File: src/hw/rtl/tlik_pkg.sv
// shared types, constants and the arctangent table for the two-link arm solver
// used by tlik_ctrl, tlik_dp and two_link_arm_inverse_kinematics
// no dependencies
package tlik_pkg;

   // default parameter values
   localparam int ANGLE_FRAC_BITS_DEF = 12;
   localparam int COORD_WIDTH_DEF     = 12;

   // field widths
   localparam int STEP_W = 7;
   localparam int LEN_W  = 10;
   localparam int HOME_W = 12;
   localparam int EL_W   = 11;
   localparam int TIP_W  = 12;
   localparam int DATA_W = 12;
   localparam int IDX_W  = 2;

   // register indexes
   localparam logic [IDX_W-1:0] CSR_UPPER_LEN = 2'd0;
   localparam logic [IDX_W-1:0] CSR_LOWER_LEN = 2'd1;
   localparam logic [IDX_W-1:0] CSR_HOME_X    = 2'd2;
   localparam logic [IDX_W-1:0] CSR_HOME_Y    = 2'd3;

   // register reset values
   localparam logic [LEN_W-1:0]         UPPER_LEN_RESET = 10'd330;
   localparam logic [LEN_W-1:0]         LOWER_LEN_RESET = 10'd350;
   localparam logic signed [HOME_W-1:0] HOME_X_RESET    = 12'sd350;
   localparam logic signed [HOME_W-1:0] HOME_Y_RESET    = -12'sd240;

   // internal datapath widths
   localparam int MUL_W  = 25;
   localparam int PROD_W = 2 * MUL_W;
   localparam int DEN_W  = 22;
   localparam int NUM_W  = 23;
   localparam int RAD_W  = 48;
   localparam int S_W    = 24;
   localparam int IN_W   = 36;
   localparam int VW     = 58;
   localparam int ZW     = 30;

   // cordic constants, angles in units of 2^-24 rad
   localparam int CORDIC_FRAC = 24;
   localparam int VEC_SHIFT   = 20;
   localparam int Q30_SHIFT   = 30;
   localparam int ITER_W      = 5;
   localparam logic [ITER_W-1:0] ITER_LAST = 5'd23;
   localparam logic [ITER_W-1:0] WRAP_LAST = 5'd1;
   localparam logic [29:0] GAIN_INV_Q30 = 30'd652032874;
   localparam logic signed [ZW-1:0] PI_I      = 30'sd52707179;
   localparam logic signed [ZW-1:0] HALF_PI_I = 30'sd26353589;
   localparam logic signed [ZW-1:0] TWO_PI_I  = 30'sd105414357;

   // operand selects
   localparam int SEL_W = 2;
   localparam logic [SEL_W-1:0] VSEL_ACOS   = 2'd0;
   localparam logic [SEL_W-1:0] VSEL_TARGET = 2'd1;
   localparam logic [SEL_W-1:0] VSEL_LINK   = 2'd2;
   localparam logic [SEL_W-1:0] RSEL_UPPER  = 2'd0;
   localparam logic [SEL_W-1:0] RSEL_LOWER  = 2'd1;

   typedef enum logic [4:0] {
      OP_NONE,
      OP_ACCEPT,
      OP_SQ_X,
      OP_SQ_Y,
      OP_SQ_L1,
      OP_SQ_L2,
      OP_DEN,
      OP_RAD,
      OP_SQRT_STEP,
      OP_PQ1,
      OP_PQ2,
      OP_LS,
      OP_VEC_LOAD,
      OP_VEC_STEP,
      OP_VEC_STORE,
      OP_ANGLES,
      OP_ROT_LOAD,
      OP_ROT_WRAP,
      OP_ROT_FOLD,
      OP_ROT_STEP,
      OP_ROT_STORE,
      OP_COMMIT,
      OP_OUTPUT
   } dp_op_type;

   typedef struct packed {
      dp_op_type         op;
      logic [ITER_W-1:0] iter;
      logic [SEL_W-1:0]  sel;
   } dp_cmd_type;

   typedef struct packed {
      logic reach;
   } dp_status_type;

   function automatic logic signed [ZW-1:0] atan_entry(input logic [ITER_W-1:0] i);
      logic signed [ZW-1:0] r;
      unique case (i)
         5'd0:  r = 30'sd13176795;
         5'd1:  r = 30'sd7778716;
         5'd2:  r = 30'sd4110060;
         5'd3:  r = 30'sd2086331;
         5'd4:  r = 30'sd1047214;
         5'd5:  r = 30'sd524117;
         5'd6:  r = 30'sd262123;
         5'd7:  r = 30'sd131069;
         5'd8:  r = 30'sd65536;
         5'd9:  r = 30'sd32768;
         5'd10: r = 30'sd16384;
         5'd11: r = 30'sd8192;
         5'd12: r = 30'sd4096;
         5'd13: r = 30'sd2048;
         5'd14: r = 30'sd1024;
         5'd15: r = 30'sd512;
         5'd16: r = 30'sd256;
         5'd17: r = 30'sd128;
         5'd18: r = 30'sd64;
         5'd19: r = 30'sd32;
         5'd20: r = 30'sd16;
         5'd21: r = 30'sd8;
         5'd22: r = 30'sd4;
         5'd23: r = 30'sd2;
         default: r = '0;
      endcase
      return r;
   endfunction

endpackage

File: src/hw/rtl/tlik_ctrl.sv
// sequencer for the arm solver: steps the datapath through squares, root,
// three vectoring and two rotation cordic passes; owns both handshakes
// depends on tlik_pkg
module tlik_ctrl (
   input  logic                    clock,
   input  logic                    reset,
   input  logic                    req_valid,
   output logic                    req_stall,
   output logic                    rsp_valid,
   input  logic                    rsp_stall,
   output tlik_pkg::dp_cmd_type    cmd,
   input  tlik_pkg::dp_status_type status
);

   typedef enum logic [4:0] {
      S_IDLE, S_SQ_X, S_SQ_Y, S_SQ_L1, S_SQ_L2, S_DEN, S_CHECK, S_RAD, S_SQRT,
      S_PQ1, S_PQ2, S_LS, S_VLOAD, S_VSTEP, S_VSTORE, S_ANGLES, S_RLOAD,
      S_RWRAP, S_RFOLD, S_RSTEP, S_RSTORE, S_COMMIT, S_DONE
   } state_type;

   state_type                       state_ff;
   logic [tlik_pkg::ITER_W-1:0]     iter_ff;
   logic [tlik_pkg::SEL_W-1:0]      sel_ff;
   logic                            rsp_valid_ff;
   logic                            out_free;

   assign out_free  = !rsp_valid_ff || !rsp_stall;
   assign req_stall = (state_ff != S_IDLE);
   assign rsp_valid = rsp_valid_ff;

   always_ff @(posedge clock) begin
      if (reset) begin
         state_ff     <= S_IDLE;
         iter_ff      <= '0;
         sel_ff       <= '0;
         rsp_valid_ff <= 1'b0;
      end else begin
         if (state_ff == S_DONE && out_free) begin
            rsp_valid_ff <= 1'b1;
         end else if (rsp_valid_ff && !rsp_stall) begin
            rsp_valid_ff <= 1'b0;
         end
         unique case (state_ff)
            S_IDLE: begin
               if (req_valid) begin
                  state_ff <= S_SQ_X;
               end
            end
            S_SQ_X:  state_ff <= S_SQ_Y;
            S_SQ_Y:  state_ff <= S_SQ_L1;
            S_SQ_L1: state_ff <= S_SQ_L2;
            S_SQ_L2: state_ff <= S_DEN;
            S_DEN:   state_ff <= S_CHECK;
            S_CHECK: begin
               state_ff <= status.reach ? S_RAD : S_DONE;
            end
            S_RAD: begin
               iter_ff  <= '0;
               state_ff <= S_SQRT;
            end
            S_SQRT: begin
               if (iter_ff == tlik_pkg::ITER_LAST) begin
                  state_ff <= S_PQ1;
               end else begin
                  iter_ff <= iter_ff + 5'd1;
               end
            end
            S_PQ1: state_ff <= S_PQ2;
            S_PQ2: state_ff <= S_LS;
            S_LS: begin
               sel_ff   <= tlik_pkg::VSEL_ACOS;
               state_ff <= S_VLOAD;
            end
            S_VLOAD: begin
               iter_ff  <= '0;
               state_ff <= S_VSTEP;
            end
            S_VSTEP: begin
               if (iter_ff == tlik_pkg::ITER_LAST) begin
                  state_ff <= S_VSTORE;
               end else begin
                  iter_ff <= iter_ff + 5'd1;
               end
            end
            S_VSTORE: begin
               if (sel_ff == tlik_pkg::VSEL_LINK) begin
                  state_ff <= S_ANGLES;
               end else begin
                  sel_ff   <= sel_ff + 2'd1;
                  state_ff <= S_VLOAD;
               end
            end
            S_ANGLES: begin
               sel_ff   <= tlik_pkg::RSEL_UPPER;
               state_ff <= S_RLOAD;
            end
            S_RLOAD: begin
               iter_ff  <= '0;
               state_ff <= S_RWRAP;
            end
            S_RWRAP: begin
               if (iter_ff == tlik_pkg::WRAP_LAST) begin
                  state_ff <= S_RFOLD;
               end else begin
                  iter_ff <= iter_ff + 5'd1;
               end
            end
            S_RFOLD: begin
               iter_ff  <= '0;
               state_ff <= S_RSTEP;
            end
            S_RSTEP: begin
               if (iter_ff == tlik_pkg::ITER_LAST) begin
                  state_ff <= S_RSTORE;
               end else begin
                  iter_ff <= iter_ff + 5'd1;
               end
            end
            S_RSTORE: begin
               if (sel_ff == tlik_pkg::RSEL_LOWER) begin
                  state_ff <= S_COMMIT;
               end else begin
                  sel_ff   <= sel_ff + 2'd1;
                  state_ff <= S_RLOAD;
               end
            end
            S_COMMIT: state_ff <= S_DONE;
            S_DONE: begin
               if (out_free) begin
                  state_ff <= S_IDLE;
               end
            end
         endcase
      end
   end

   always_comb begin
      cmd.iter = iter_ff;
      cmd.sel  = sel_ff;
      unique case (state_ff)
         S_IDLE:   cmd.op = req_valid ? tlik_pkg::OP_ACCEPT : tlik_pkg::OP_NONE;
         S_SQ_X:   cmd.op = tlik_pkg::OP_SQ_X;
         S_SQ_Y:   cmd.op = tlik_pkg::OP_SQ_Y;
         S_SQ_L1:  cmd.op = tlik_pkg::OP_SQ_L1;
         S_SQ_L2:  cmd.op = tlik_pkg::OP_SQ_L2;
         S_DEN:    cmd.op = tlik_pkg::OP_DEN;
         S_CHECK:  cmd.op = tlik_pkg::OP_NONE;
         S_RAD:    cmd.op = tlik_pkg::OP_RAD;
         S_SQRT:   cmd.op = tlik_pkg::OP_SQRT_STEP;
         S_PQ1:    cmd.op = tlik_pkg::OP_PQ1;
         S_PQ2:    cmd.op = tlik_pkg::OP_PQ2;
         S_LS:     cmd.op = tlik_pkg::OP_LS;
         S_VLOAD:  cmd.op = tlik_pkg::OP_VEC_LOAD;
         S_VSTEP:  cmd.op = tlik_pkg::OP_VEC_STEP;
         S_VSTORE: cmd.op = tlik_pkg::OP_VEC_STORE;
         S_ANGLES: cmd.op = tlik_pkg::OP_ANGLES;
         S_RLOAD:  cmd.op = tlik_pkg::OP_ROT_LOAD;
         S_RWRAP:  cmd.op = tlik_pkg::OP_ROT_WRAP;
         S_RFOLD:  cmd.op = tlik_pkg::OP_ROT_FOLD;
         S_RSTEP:  cmd.op = tlik_pkg::OP_ROT_STEP;
         S_RSTORE: cmd.op = tlik_pkg::OP_ROT_STORE;
         S_COMMIT: cmd.op = tlik_pkg::OP_COMMIT;
         S_DONE:   cmd.op = out_free ? tlik_pkg::OP_OUTPUT : tlik_pkg::OP_NONE;
      endcase
   end

endmodule

File: config.mk
export PLATFORM = sky130hd
export DESIGN_NAME = tlik_ctrl
export DESIGN_NICKNAME = d
export VERILOG_FILES = /design/src/hw/rtl/tlik_pkg.sv /design/src/hw/rtl/tlik_ctrl.sv
export SDC_FILE = /design/constraint.sdc
export NUM_CORES = 1
export LEC_CHECK = 0
export BUFFER_PORTS_ARGS = -buffer_cell sky130_fd_sc_hd__buf_2
export CORE_UTILIZATION = 50
export DETAILED_ROUTE_END_ITERATION = 6
export PLACE_DENSITY = 0.83
export SLEW_MARGIN = 5
export SYNTH_ARGS = -nofsm -noshare
export SYNTH_HDL_FRONTEND = slang
export SYNTH_SLANG_ARGS = --single-unit
File: constraint.sdc
create_clock -name clock -period 3.7 [get_ports clock]
set_input_delay 0.74 -clock clock [delete_from_list [all_inputs] [get_ports clock]]
set_output_delay 0.74 -clock clock [all_outputs]
set_load 0.05 [all_outputs]
# Word-level counts from Yosys, hierarchy flattened
# Cells that the tools add are included.
[totals] reg_bits=13 latchBits=0 mem_bits_rw=0 rom_bits=0 input_bits=5 out_inout_bits=14 elab_cells=79 mem_count=0
[classes] add_sub_neg=2 mul=0 div_mod_pow=0 order_cmp=0 n_eq_ne=36 shifts=0 mux=21 bitwise=0 reduce_logical=16
[op_table] cell="$pmux 5 s23" count=2
[op_table] cell="$mux 5" count=10
[op_table] cell="$eq 5x4->1 const B" count=8
[op_table] cell="$eq 5x5->1 const B" count=8
[op_table] cell="$eq 5x3->1 const B" count=4
[op_table] cell="$ne 2x2->1 const B" count=10
[op_table] cell="$pmux 5 s3" count=1
[op_table] cell="$eq 5x1->1 const B" count=2
[op_table] cell="$eq 5x2->1 const B" count=2
[op_table] cell="$mux 2" count=3
[op_table] cell="$pmux 2 s3" count=1
[op_table] cell="$reduce_and 3->1" count=2
[op_table] cell="$reduce_and 6->1" count=1
[op_table] cell="$reduce_bool 3->1" count=2
[op_table] cell="$add 5x1->5 const B" count=1
[op_table] cell="$logic_not 5->1" count=1
[op_table] cell="$reduce_bool 5->1" count=1
[op_table] cell="$reduce_or 4->1" count=1
[op_table] cell="$mux 1" count=3
[op_table] cell="$mux 3" count=1
[op_table] cell="$reduce_or 3->1" count=1
[op_table] cell="$add 2x1->2 const B" count=1
[op_table] cell="$eq 2x1->1 const B" count=1
[op_table] cell="$eq 2x2->1 const B" count=1
[op_table] cell="5 further kinds" count=7

# Depth between registers and ports, before layout
[logic_depth] ltp_word=4 depth_mapped=7 depth_no_buf=7

# Worst setup path after synthesis
# Ideal clock, no wire load.
[synth_path] path_kind="input to output" start="input port rsp_stall" end="output port cmd[8] (netlist name)" arrival_ns=2.290 required_ns=2.960 setup_slack_ns=0.670 cell_stages=5 path_buffers=0 path_cell_list="nand2_1 nand2_1 a21oi_1 a21oi_1 o32ai_1"
[synth_lines] element="start: declaration" line_no="tlik_ctrl.sv:10" source="input logic rsp_stall,"
[synth_lines] element="end: declaration" line_no="tlik_ctrl.sv:11" source="output tlik_pkg::dp_cmd_type cmd,"

==> reports/metrics.yaml <==
status: "completed"
dieArea_sq_um: 2660
synth_fa_ha_area_frac: 0.0407
regArea_sq_um: 260
drtIter0Drc: 23
track_usage: 0.230
diodes: 0
fin_crit_ps: 2760
worstPathRequired_ps: 2960
synth_compound_area_frac: 0.251
hold_viol_final: 0
synth.area.top_cells: "dfxtp_1 21%, a21oi_1 6.9%, ha_1 4.1%"
dp.cells: 189
dp_slack_ps: 1190
io_pins: 19
ant_nets: 0
synth.distinct_cells: 50
cts-root-buf: "clkbuf_4"
p_per_area_nw_per_um2: 455
vdd_ir_drop_max_mv: 0.404
first_pass_iters: 4
netlist_area_sq_um: 1230
swShare: 0.498
fin_skew_ps: 6.06
drt-total-wl_microns: 2690
antenna_found_initial: 0
start_kind: "flop"
cts_sinks: 13
setup.worst_path.end_class: "primary output"
grt.overflow.total: 0
avgSynthCellArea_sq_um: 7.78
crit_arrival_ps: 2020
rows: 17
post-route-drc-count: 0
post_cts_buffers: 0
gp_congestion: 0.850
hold_depth: 2
multi_input_area_sq_um: 881
area_growth_pct: 7.13
nFillCells: 223
synth_seq_cells: 13
drv.max_cap_violation_count: 0
grt_pass1_wl_microns: 4630
insertion_delay_ps: 290
drive_gt1_frac: 0.200
final_cells: 193
max_freq_ghz: 0.362
synth.yosys.seq_area_share: 0.212
cts-buffers-inserted: 3
clk_pin_slew_worst_paths_ps: 90
leakage_nw: 0.489
vias: 1174
synth_edf_count: 0
cts-htree-levels: 1
synth-xor-area-share: 0.0214
wl_per_cell_microns: 13.9
syn_inst: 158
placedInstanceArea_sq_um: 1290
async_flop_share: 0
hold_slack_ps: 506
tightest_slew_ps: 871
synth_flop_cell: "dfxtp_1"
grt_setup_unrepaired: "false"
final_area_sq_um: 1320
syn_nets: 167
grt_max_degree: 29
r2r_cells: 5
hpwl_microns: 1890
p_seq_frac: 0.351
cts_tree: "done"
cts_resized: 0
crit_type: "reg2out"
p_clk_frac: 0.157
coreArea_sq_um: 2250
cp_max_fo: 28
muxShareOfSynthArea: 0.0672
die_w_microns: 51.6
layout_setup_ws_ps: 940
synth_commonest_cells: "17 x a21oi_1, 13 x dfxtp_1, 9 x nand2_1"
yosysMostFrequentCell: "a21oi_1"
start_util: 0.545
die_y_microns: 51.6
slew_viol_final: 0
clockBufferDepth: 2
setup_viol: 0
tns_ps: 0
pwr-share-comb: 0.492
grt_pass1_vias: 1066
via_per_inst: 6.08
fin_util: 0.584
synth_top_family_by_area: "simple AND/OR/NAND/NOR gates"
finalCritPeriodShare: 0.746
relSlewSlack: 0.418
holdBufCountCts: 0
port_buffers: 18
power_switching_uw: 298
yosysTopAreaCellShare: 0.212
p_total_uw: 598
synthSimpleGateAreaFrac: 0.337
yosys_warnings: 0
intPower_uw: 300
yosysTopAreaCell: "dfxtp_1"
fin_nets: 175
hp-class: "reg2reg"
-- state kept, by name, indices dropped and copies added (netlist names) --
signal and count:
state_ff 5, rsp_valid 1, sel_ff 2, iter_ff 5
-- worst max-delay path, cell delays in order, from the launching register on --
cell,delay [ps]
dfxtp_1,840
nand2_1,110
a21oi_1,170
a21oi_1,60
o32ai_1,240
buf_2,310
-- kinds of logic (layout without fill, tap and decap cells) --
kind of cell | Yosys count | count (layout)
adder cells (fa/ha/maj) | 4 | 4
XOR/XNOR | 3 | 3
buffers and inverters | 21 | 28
multiplexers | 7 | 7
flip-flops | 13 | 13
AO/OA/AOI/OAI | 44 | 44
AND/OR/NAND/NOR | 66 | 66
-- power groups by stage --
stage                     Combinational (mW)  Clock, mW  Sequential [mW]
after floorplan                        0.294          0            0.159
after global placement                 0.290          0            0.208
after detailed placement               0.293          0            0.212
after CTS                              0.295     0.0967            0.209
after global routing                   0.315      0.102            0.215
final                                  0.294     0.0942            0.210
-- worst paths after layout --
kind,to,slack [ps],startpoint
worst max register to register,iter_ff[0],1330,state_ff[4]
worst max-delay path,cmd[8],940,state_ff[4]
worst min register to register,sel_ff[1],510,sel_ff[1]
worst min-delay path,sel_ff[1],510,sel_ff[1]
-- routing by layer --
| metal | GRT usage | vias to the layer above | share of wire |
|---|---|---|---|
| li1 | - | 591 | - |
| met1 | 0.292 | 552 | 0.47 |
| met2 | 0.392 | 28 | 0.49 |
| met3 | 0.0526 | 3 | 0.040 |
| met4 | 0.0541 | 0 | 0.0056 |
| met5 | 0 | - | 0 |
-- final cells by class --
class                   count  area share
well taps                  28      0.0266
repair buffers             18      0.0684
clock inverters             1     0.00380
flip-flops and latches     13       0.198
multi-input cells         124       0.669
clock buffers               3      0.0171
inverters                   6      0.0171
-- cells in the final DEF, fill, tap and decap left out, types with 4 or more instances in the layout --
master / instances
o21ai_0: 4
nor3_1: 8
nand2_1: 9
o2bb2ai_1: 4
dfxtp_1: 13
or3_1: 4
buf_2: 18
nor2b_1: 7
ha_1: 4
a21oi_1: 17
nor2_1: 6
inv_1: 6
nand2b_1: 7
(Power assumes the default switching activity.)
